[config.mk]
export PLATFORM = sky130hd
export DESIGN_NAME = pcm_format_volume_converter_flat
export DESIGN_NICKNAME = d
export VERILOG_FILES = /design/src/pfvc_pkg.sv /design/src/pfvc_ifs.sv /design/src/pfvc_front.sv /design/src/pfvc_fifo.sv /design/src/pfvc_back.sv /design/src/pcm_format_volume_converter.sv /design/src/flat_wrapper.sv
export SDC_FILE = /design/constraint.sdc
export NUM_CORES = 1
export LEC_CHECK = 0
export CORE_ASPECT_RATIO = 0.6
export CORE_UTILIZATION = 30
export CTS_CLUSTER_SIZE = 12
export DETAILED_ROUTE_END_ITERATION = 10
export DONT_BUFFER_PORTS = 1
export PLACE_DENSITY = 0.46
export SYNTH_ARGS = -nofsm -noshare
export SYNTH_HDL_FRONTEND = slang
export SYNTH_SLANG_ARGS = --single-unit
[constraint.sdc]
create_clock -name clk -period 22.9 [get_ports clk]
set_input_delay 2.29 -clock clk [delete_from_list [all_inputs] [get_ports clk]]
set_output_delay 2.29 -clock clk [all_outputs]
set_load 0.02 [all_outputs]
[src/pfvc_pkg.sv]
// Package for the PCM format and volume converter.
// Holds the configuration and queue entry types, register indexes and the constants
// of the scaling arithmetic. No dependencies.
package pfvc_pkg;

	localparam int PADDR_W = 4;
	localparam int PDATA_W = 32;

	localparam int          VOL_W       = 7;
	localparam logic [6:0]  VOL_MAX     = 7'd100;
	localparam int          MAG_W       = 23;
	localparam int          RECIP_SHIFT = 24;
	localparam logic [17:0] RECIP_MUL   = 18'd167772;
	localparam int          QUO_W       = 17;
	localparam logic [7:0]  DIVISOR     = 8'd100;

	typedef enum logic [1:0] {
		REG_SIXTEEN_BIT = 2'd0,
		REG_STEREO      = 2'd1,
		REG_VOLUME      = 2'd2,
		REG_PACKAGE     = 2'd3
	} reg_idx_t;

	typedef struct packed {
		logic        sixteen_bit_mode;
		logic        stereo_mode;
		logic [6:0]  volume_percent;
		logic [15:0] package_bytes;
	} cfg_t;

	typedef struct packed {
		logic signed [15:0] sample;
		logic               package_end;
		logic               stereo;
	} entry_t;

endpackage

[src/pfvc_ifs.sv]
// Handshake channels of the PCM format and volume converter.
// Source item channel and result channel, each with valid, ready and payload.
// No dependencies.
interface pfvc_in_if;
	logic        valid;
	logic        ready;
	logic        op;
	logic [15:0] sample_raw;

	modport source (output valid, output op, output sample_raw, input ready);
	modport sink (input valid, input op, input sample_raw, output ready);
endinterface

interface pfvc_out_if;
	logic               valid;
	logic               ready;
	logic signed [15:0] out_sample;
	logic               right_channel;
	logic               run_last;
	logic               package_end;

	modport source (output valid, output out_sample, output right_channel,
		output run_last, output package_end, input ready);
	modport sink (input valid, input out_sample, input right_channel,
		input run_last, input package_end, output ready);
endinterface

[src/pfvc_front.sv]
// Front end: accepts source transactions, widens samples and tracks package position.
// Depends on pfvc_pkg and pfvc_in_if.
module pfvc_front (
	input  logic              clk,
	input  logic              arst_n,
	pfvc_in_if.sink           samples,
	input  pfvc_pkg::cfg_t    cfg,
	input  logic              queue_full,
	output logic              push,
	output pfvc_pkg::entry_t  push_entry
);
	import pfvc_pkg::*;

	logic [15:0] pos_q;
	logic [15:0] count;
	logic [16:0] pos_inc;
	logic        pend;
	logic [7:0]  sample_byte;
	logic signed [15:0] widened;

	assign samples.ready = !queue_full;
	assign push          = samples.valid && !queue_full;

	always_comb begin
		count = cfg.sixteen_bit_mode ? {1'b0, cfg.package_bytes[15:1]} : cfg.package_bytes;
		if (count == 16'd0) begin
			count = 16'd1;
		end
		pos_inc = {1'b0, pos_q} + 17'd1;
		pend    = pos_inc >= {1'b0, count};
	end

	always_comb begin
		sample_byte = samples.sample_raw[7:0];
		if (samples.op) begin
			widened = '0;
		end else if (cfg.sixteen_bit_mode) begin
			widened = samples.sample_raw;
		end else begin
			widened = {~sample_byte[7], sample_byte[6:0], sample_byte};
		end
		push_entry.sample      = widened;
		push_entry.package_end = pend;
		push_entry.stereo      = cfg.stereo_mode;
	end

	always_ff @(posedge clk or negedge arst_n) begin
		if (!arst_n) begin
			pos_q <= '0;
		end else if (push) begin
			pos_q <= pend ? 16'd0 : pos_inc[15:0];
		end
	end

endmodule

[src/pfvc_fifo.sv]
// Short queue between the front end and the arithmetic back end.
// Depends on pfvc_pkg.
module pfvc_fifo #(
	parameter int DEPTH = 4
) (
	input  logic              clk,
	input  logic              arst_n,
	input  logic              push,
	input  pfvc_pkg::entry_t  push_entry,
	input  logic              pop,
	output logic              full,
	output logic              head_valid,
	output pfvc_pkg::entry_t  head_entry
);
	import pfvc_pkg::*;

	localparam int AW = (DEPTH > 1) ? $clog2(DEPTH) : 1;
	localparam int CW = $clog2(DEPTH + 1);

	entry_t        mem_q [DEPTH];
	logic [AW-1:0] wr_ptr_q;
	logic [AW-1:0] rd_ptr_q;
	logic [CW-1:0] cnt_q;
	logic          do_push;
	logic          do_pop;

	assign full       = cnt_q == CW'(DEPTH);
	assign head_valid = cnt_q != '0;
	assign head_entry = mem_q[rd_ptr_q];
	assign do_push    = push && !full;
	assign do_pop     = pop && head_valid;

	always_ff @(posedge clk) begin
		if (do_push) begin
			mem_q[wr_ptr_q] <= push_entry;
		end
	end

	always_ff @(posedge clk or negedge arst_n) begin
		if (!arst_n) begin
			wr_ptr_q <= '0;
			rd_ptr_q <= '0;
			cnt_q    <= '0;
		end else begin
			if (do_push) begin
				wr_ptr_q <= (wr_ptr_q == AW'(DEPTH - 1)) ? '0 : wr_ptr_q + 1'b1;
			end
			if (do_pop) begin
				rd_ptr_q <= (rd_ptr_q == AW'(DEPTH - 1)) ? '0 : rd_ptr_q + 1'b1;
			end
			if (do_push && !do_pop) begin
				cnt_q <= cnt_q + 1'b1;
			end else if (do_pop && !do_push) begin
				cnt_q <= cnt_q - 1'b1;
			end
		end
	end

endmodule

[src/pfvc_back.sv]
// Back end: volume scaling with division by 100 through a reciprocal multiply,
// then the output register that sends one or two copies. Depends on pfvc_pkg and pfvc_out_if.
module pfvc_back (
	input  logic              clk,
	input  logic              arst_n,
	input  pfvc_pkg::cfg_t    cfg,
	input  logic              head_valid,
	input  pfvc_pkg::entry_t  head_entry,
	output logic              pop,
	pfvc_out_if.source        results
);
	import pfvc_pkg::*;

	logic [VOL_W-1:0] vol;
	logic [15:0]      abs_sample;
	logic             advance;
	logic             last_copy;

	logic             valid_s1;
	logic [MAG_W-1:0] mag_s1;
	logic             neg_s1;
	logic             pend_s1;
	logic             stereo_s1;

	logic             valid_s2;
	logic [MAG_W-1:0] mag_s2;
	logic [QUO_W-1:0] quo_s2;
	logic             neg_s2;
	logic             pend_s2;
	logic             stereo_s2;

	logic [MAG_W+17:0]  recip_prod;
	logic [MAG_W:0]     rem;
	logic [QUO_W-1:0]   quo_fix;
	logic signed [15:0] scaled;

	logic               valid_q;
	logic signed [15:0] sample_q;
	logic               pend_q;
	logic               stereo_q;
	logic               right_q;

	assign vol        = (cfg.volume_percent > VOL_MAX) ? VOL_MAX : cfg.volume_percent;
	assign abs_sample = head_entry.sample[15] ? 16'(-head_entry.sample) : head_entry.sample;
	assign last_copy  = stereo_q || right_q;
	assign advance    = !valid_q || (results.ready && last_copy);
	assign pop        = advance && head_valid;

	assign recip_prod = (MAG_W + 18)'(mag_s1) * (MAG_W + 18)'(RECIP_MUL);

	always_comb begin
		rem     = (MAG_W + 1)'(mag_s2) - (MAG_W + 1)'(quo_s2 * (QUO_W + 7)'(DIVISOR));
		quo_fix = (rem >= (MAG_W + 1)'(DIVISOR)) ? quo_s2 + 1'b1 : quo_s2;
		scaled  = neg_s2 ? 16'(-quo_fix) : quo_fix[15:0];
	end

	always_ff @(posedge clk) begin
		if (advance) begin
			mag_s1    <= MAG_W'(abs_sample) * MAG_W'(vol);
			neg_s1    <= head_entry.sample[15];
			pend_s1   <= head_entry.package_end;
			stereo_s1 <= head_entry.stereo;
			mag_s2    <= mag_s1;
			quo_s2    <= QUO_W'(recip_prod >> RECIP_SHIFT);
			neg_s2    <= neg_s1;
			pend_s2   <= pend_s1;
			stereo_s2 <= stereo_s1;
			sample_q  <= scaled;
			pend_q    <= pend_s2;
			stereo_q  <= stereo_s2;
		end
	end

	always_ff @(posedge clk or negedge arst_n) begin
		if (!arst_n) begin
			valid_s1 <= 1'b0;
			valid_s2 <= 1'b0;
			valid_q  <= 1'b0;
			right_q  <= 1'b0;
		end else if (advance) begin
			valid_s1 <= head_valid;
			valid_s2 <= valid_s1;
			valid_q  <= valid_s2;
			right_q  <= 1'b0;
		end else if (results.ready) begin
			right_q <= 1'b1;
		end
	end

	assign results.valid         = valid_q;
	assign results.out_sample    = sample_q;
	assign results.right_channel = right_q;
	assign results.run_last      = last_copy;
	assign results.package_end   = pend_q && last_copy;

endmodule

[src/pcm_format_volume_converter.sv]
// PCM format and volume converter, top level.
// Source samples enter on the samples channel as transactions carrying op and sample_raw.
// Each is widened to signed 16 bits, scaled by volume_percent/100 with truncation
// toward zero, and leaves on the results channel as signed 16-bit samples.
// In mono mode every transaction gives a left and then a right result; in stereo
// mode it gives one. A pad transaction gives a zero element and advances the package
// position; package_end marks the last result of the element that fills the package.
// An accepted input passes the queue, stages s1 and s2 and the output register.
// Throughput is one input per cycle in stereo mode while results are not stalled; in
// mono mode the single output register sends both copies before it takes the next input.
// A four-entry queue lets the input side keep accepting while results stall; when the
// receiver holds ready low, the result and the pipeline hold and the queue fills, after
// which samples.ready falls. Reset clears the position, the queue and all valid flags
// and loads the registers with 16-bit stereo, volume 100 and a 16-byte package.
// Registers sit on the APB port at byte addresses 0, 4, 8 and 12.
// Depends on pfvc_pkg, pfvc_ifs, pfvc_front, pfvc_fifo and pfvc_back.
module pcm_format_volume_converter #(
	parameter int FIFO_DEPTH = 4
) (
	input  logic                          clk,
	input  logic                          arst_n,
	pfvc_in_if.sink                       samples,
	pfvc_out_if.source                    results,
	input  logic                          psel,
	input  logic                          penable,
	input  logic                          pwrite,
	input  logic [pfvc_pkg::PADDR_W-1:0]  paddr,
	input  logic [pfvc_pkg::PDATA_W-1:0]  pwdata,
	output logic [pfvc_pkg::PDATA_W-1:0]  prdata,
	output logic                          pready
);
	import pfvc_pkg::*;

	cfg_t     cfg_q;
	reg_idx_t reg_idx;
	logic     wr_en;
	logic     push;
	entry_t   push_entry;
	logic     queue_full;
	logic     pop;
	logic     head_valid;
	entry_t   head_entry;

	assign pready  = 1'b1;
	assign reg_idx = reg_idx_t'(paddr[3:2]);
	assign wr_en   = psel && penable && pwrite;

	always_ff @(posedge clk or negedge arst_n) begin
		if (!arst_n) begin
			cfg_q.sixteen_bit_mode <= 1'b1;
			cfg_q.stereo_mode      <= 1'b1;
			cfg_q.volume_percent   <= VOL_MAX;
			cfg_q.package_bytes    <= 16'd16;
		end else if (wr_en) begin
			unique case (reg_idx)
				REG_SIXTEEN_BIT: cfg_q.sixteen_bit_mode <= pwdata[0];
				REG_STEREO:      cfg_q.stereo_mode      <= pwdata[0];
				REG_VOLUME:      cfg_q.volume_percent   <= pwdata[6:0];
				REG_PACKAGE:     cfg_q.package_bytes    <= pwdata[15:0];
				default: begin
				end
			endcase
		end
	end

	always_comb begin
		unique case (reg_idx)
			REG_SIXTEEN_BIT: prdata = PDATA_W'(cfg_q.sixteen_bit_mode);
			REG_STEREO:      prdata = PDATA_W'(cfg_q.stereo_mode);
			REG_VOLUME:      prdata = PDATA_W'(cfg_q.volume_percent);
			REG_PACKAGE:     prdata = PDATA_W'(cfg_q.package_bytes);
			default:         prdata = '0;
		endcase
	end

	pfvc_front u_front (
		.clk        (clk),
		.arst_n     (arst_n),
		.samples    (samples),
		.cfg        (cfg_q),
		.queue_full (queue_full),
		.push       (push),
		.push_entry (push_entry)
	);

	pfvc_fifo #(
		.DEPTH (FIFO_DEPTH)
	) u_fifo (
		.clk        (clk),
		.arst_n     (arst_n),
		.push       (push),
		.push_entry (push_entry),
		.pop        (pop),
		.full       (queue_full),
		.head_valid (head_valid),
		.head_entry (head_entry)
	);

	pfvc_back u_back (
		.clk        (clk),
		.arst_n     (arst_n),
		.cfg        (cfg_q),
		.head_valid (head_valid),
		.head_entry (head_entry),
		.pop        (pop),
		.results    (results)
	);

endmodule

[src/flat_wrapper.sv]
// flat-port wrapper written by rule: the top's interface ports become plain ports
module pcm_format_volume_converter_flat import pfvc_pkg::*;
#(
	parameter int FIFO_DEPTH = 4
)
  (clk, arst_n, psel, penable, pwrite, paddr, pwdata, prdata, pready, samples_valid, samples_op, samples_sample_raw, samples_ready, results_valid, results_out_sample, results_right_channel, results_run_last, results_package_end, results_ready);
  pfvc_in_if samples_i ();
  pfvc_out_if results_i ();
  input  logic clk;
  input  logic arst_n;
  input  logic psel;
  input  logic penable;
  input  logic pwrite;
  input  logic [pfvc_pkg::PADDR_W-1:0] paddr;
  input  logic [pfvc_pkg::PDATA_W-1:0] pwdata;
  output logic [pfvc_pkg::PDATA_W-1:0] prdata;
  output logic pready;
  input wire logic [$bits(samples_i.valid)-1:0] samples_valid;
  input wire logic [$bits(samples_i.op)-1:0] samples_op;
  input wire logic [$bits(samples_i.sample_raw)-1:0] samples_sample_raw;
  output wire logic [$bits(samples_i.ready)-1:0] samples_ready;
  output wire logic [$bits(results_i.valid)-1:0] results_valid;
  output wire logic [$bits(results_i.out_sample)-1:0] results_out_sample;
  output wire logic [$bits(results_i.right_channel)-1:0] results_right_channel;
  output wire logic [$bits(results_i.run_last)-1:0] results_run_last;
  output wire logic [$bits(results_i.package_end)-1:0] results_package_end;
  input wire logic [$bits(results_i.ready)-1:0] results_ready;
  assign samples_i.valid = samples_valid;
  assign samples_i.op = samples_op;
  assign samples_i.sample_raw = samples_sample_raw;
  assign samples_ready = samples_i.ready;
  assign results_valid = results_i.valid;
  assign results_out_sample = results_i.out_sample;
  assign results_right_channel = results_i.right_channel;
  assign results_run_last = results_i.run_last;
  assign results_package_end = results_i.package_end;
  assign results_i.ready = results_ready;
  pcm_format_volume_converter #(.FIFO_DEPTH(FIFO_DEPTH)) u_core (.clk(clk), .arst_n(arst_n), .samples(samples_i), .results(results_i), .psel(psel), .penable(penable), .pwrite(pwrite), .paddr(paddr), .pwdata(pwdata), .prdata(prdata), .pready(pready));
endmodule
==> summary.txt <==
Worst reg2reg startpoint - u_core.u_back.quo_s2[0]$_DFFE_PN_
Summed instance area of the synthesized netlist - 23,000 sq um
Setup repair after global routing missed its margin - no
CP max FO - 21
Number of antenna diodes - 0
Initial antenna violation count - 0
Register-to-Register Setup Slack - 14.03 ns
Worst hold path endpoint - u_core.u_back.pend_s2$_DFFE_PN_
Number of synthesized register bits - 209
TritonCTS clock tree - built
Average wire per standard cell - 17.7 um
Area of the multi-input gates - 15,500 sq um
Overall overflow remaining after global route - 0
Clock Skews - 0.0189 ns
Data required time at the worst endpoint - 23.19 ns
Die Outline Area - 77,700 sq um
Clock transition at path regs - 0.07 ns
Worst relative slew slack - 0.131
TritonCTS Buffers - 27
Max Transition Viols Final - 0
Vias per std cell - 4.83
Period Utilization, post-route - 0.388
# port buffers - 0
Residual DRC count - 0
Post-synth cell types - 79
Resize count post-CTS - 0
Hold Crit Class - reg2reg
Number of iterations in the first detailed-routing pass - 5
Die span in y - 216 um
Core region area - 75,600 sq um
Kind of launch point of the worst setup path - flop
Type of element capturing the critical path - flop
Tot GR Track Use - 0.146
Post-CTS Hold Buffers - 0
Post-synthesis cell count - 2,162
Number of global-route vias before repair - 15,868
Period minus WS final - 8.87 ns
H-tree depth reported by CTS - 1
Number of endpoints with negative hold slack in the final report - 0
Max Cap Viol - 0
Root buf cell - clkbuf_16
Number of rows created at floorplan - 78
Number of enable-type register cells in the synthesized netlist - 157
Routed WL - 56.2 mm
Final-layout setup total negative slack - 0 ns
Final net count - 2,771
Max Buffers Root-to-Sink - 3
Outcome - finished, final reports clean
Critical path class - reg2reg
Slew at the pin closest to its max-slew limit - 1.30 ns
Portion of the post-synthesis area used by sequential elements - 0.262
Crit-path max cell delay - 0.63 ns
Fill cell count - 7,597
Share of cells above drive strength 1 - 0.0562
Count of routing violations after the opening detailed-route iteration - 898
GP Congestion - 0.863
Origin of the worst min-delay path - u_core.u_back.pend_s1$_DFFE_PN_
Number of endpoints failing setup at the final stage - 0
Worst R2R Path Depth - 32
Starting density of the core - 0.304
Maximum number of pins on one net before global-route repair - 65
Area added between synthesis and finish - 8.26%
DRT antenna net count - 0
Worst skew pair latency - 0.58 ns
Arrival time worst endpoint - 9.16 ns
Terminus of the critical flop-to-flop path - u_core.u_back.results.out_sample[12]$_DFFE_PN_
Post-CTS Repair Setup Buffers - 0
First-pass GRT wire length - 90.3 mm
Post-detailed-placement half-perimeter wirelength - 45.6 mm
Highest clock frequency the design can meet - 0.113 GHz
Standard cell with the maximum stage delay on the critical path - edfxtp_1
Share of synthesized registers carrying an async set or reset - 0.249
Seq. cell area - 6020 sq um
Ys flop type - edfxtp_1
Sink count of the clock tree - 209
Die width - 359 um
Number of cells on the worst hold path - 0
Yosys warns - 0
Number of placed I/O pins - 114
Average instance area after synthesis - 10.6 sq um
Total number of vias - 15,322
-- area by class of cell --
class                           count  area share
Clock inverter                     16     0.00523
Tap cell                         1000      0.0503
Clock buffer                       34      0.0282
Timing Repair Buffer                9     0.00272
Sequential cell                   209       0.242
Multi-Input combinational cell   1578       0.622
Inverter                          325      0.0491
-- cell families after synthesis --
logic type,share of synthesized area
other,0.000327
and+or+nand+nor,0.114
AOI/OAI and AO/OA,0.0792
buffers and inverters,0.0670
xor gates and xnor gates,0.0419
muxes,0.0518
adders and majority gates,0.383
DFF,0.262
-- flip-flops by register name, indices dropped and copies added (netlist names), 2 cells and up --
name	count
u_core.cfg_q	25
u_core.u_fifo.wr_ptr_q	2
u_core.u_back.mag_s1	23
u_core.u_front.pos_q	16
u_core.u_fifo.rd_ptr_q	2
u_core.u_back.mag_s2	21
u_core.u_back.results.out_sample	16
u_core.u_back.quo_s2	17
u_core.u_fifo.cnt_q	3
u_core.u_fifo.mem_q	72
-- worst max path at each step --
stage                                                  from                                        endpoint  slack, ns  cells past startpoint
after detailed placement  u_core.u_back.quo_s2[0]$_DFFE_PN_  u_core.u_back.results.out_sample[12]$_DFFE_PN_      14.19                     32
after global routing      u_core.u_back.quo_s2[0]$_DFFE_PN_  u_core.u_back.results.out_sample[12]$_DFFE_PN_      13.28                     32
after global placement    u_core.u_back.quo_s2[0]$_DFFE_PN_  u_core.u_back.results.out_sample[12]$_DFFE_PN_      14.15                     32
after floorplan           u_core.u_back.quo_s2[2]$_DFFE_PN_  u_core.u_back.results.out_sample[10]$_DFFE_PN_      15.54                     32
after CTS                 u_core.u_back.quo_s2[0]$_DFFE_PN_  u_core.u_back.results.out_sample[12]$_DFFE_PN_      14.11                     32
final                     u_core.u_back.quo_s2[0]$_DFFE_PN_  u_core.u_back.results.out_sample[12]$_DFFE_PN_      14.03                     32
-- layout by cell type (no fill, tap or decap), types with 8 or more instances in the layout --
cell         n
buf_4        9
xnor2_1     79
xor2_1      29
mux2_2      32
and2_1      21
nor2b_1     49
inv_1      324
nand3_1     44
nor2_1      83
a211oi_1     9
o211ai_1     8
edfxtp_1   157
ha_1       323
dfrtp_1     46
a21oi_1     59
o31ai_1     11
nand2b_1    15
o21ai_0     68
fa_1       238
and3_1      33
nor4_1      10
nand2_1    177
a21o_1      15
mux4_2      17
nor3_1      30
nand4_1     19
o21bai_1     9
mux2i_1     43
or3_1       11
a31oi_1     17
conb_1      17
o21a_1      16
clkbuf_16   27
-- critical path, delay by kind of cell (launching register included) --
family,cells,cell delay [ns]
xor+xnor,1,0.18
fa+ha+maj,6,2.30
simple gates,8,2.00
compound gates,14,3.04
buf+inv,3,0.42
flops,1,0.63
-- cell usage after synthesis, drive strengths merged, types with 5 or more instances --
cell,n,area (sq um)
inv,324,1220
ha,323,4040
fa,238,4760
nand2,178,668
edfxtp,157,4710
nor2,83,312
xnor2,80,708
o21ai,68,340
a21oi,61,313
nor2b,50,320
dfrtp,46,1150
nand3,45,230
mux2i,43,430
clkbuf,38,144
and3,33,206
mux2,33,375
nor3,30,150
xor2,29,254
buf,27,174
and2,22,138
nand4,20,140
a31oi,17,106
mux4,17,383
o21a,16,120
a21o,15,113
nand2b,15,93.8
nor4,12,96.3
o31ai,11,82.6
or3,11,68.8
a211oi,9,67.6
o21bai,9,67.6
o211ai,8,60.1
a21boi,7,52.6
dfstp,6,158
or2,6,37.5
or4,6,48.8
a211o,5,43.8
a221oi,5,43.8
nor3b,5,37.5
o41ai,5,66.3
-- stage by stage --
| stage | instance area [sq um] | instances | utilization | hold WS, ns | setup slack, ns |
|---|---|---|---|---|---|
| final | 24900 | 3171 | 0.329 | 0.418 | 14.03 |
| after global routing | 24900 | 3171 | 0.329 | 0.433 | 13.28 |
| after CTS | 24900 | 3171 | 0.329 | 0.418 | 14.11 |
| after detailed placement | 24000 | 3121 | 0.318 | 0.412 | 14.19 |
| after global placement | 24000 | 3121 | 0.318 | 0.403 | 14.15 |
| after floorplan | 23000 | 2177 | - | 0.400 | 15.54 |
-- routing by layer --
metal,track usage,part of all wire
met4,0.0207,0.012
met2,0.205,0.39
met5,0,0
met1,0.234,0.55
met3,0.0249,0.046
Power is left out: the tool's default activity adds up to more than one toggle a clock period on the data nets, which glitch-free logic cannot reach.
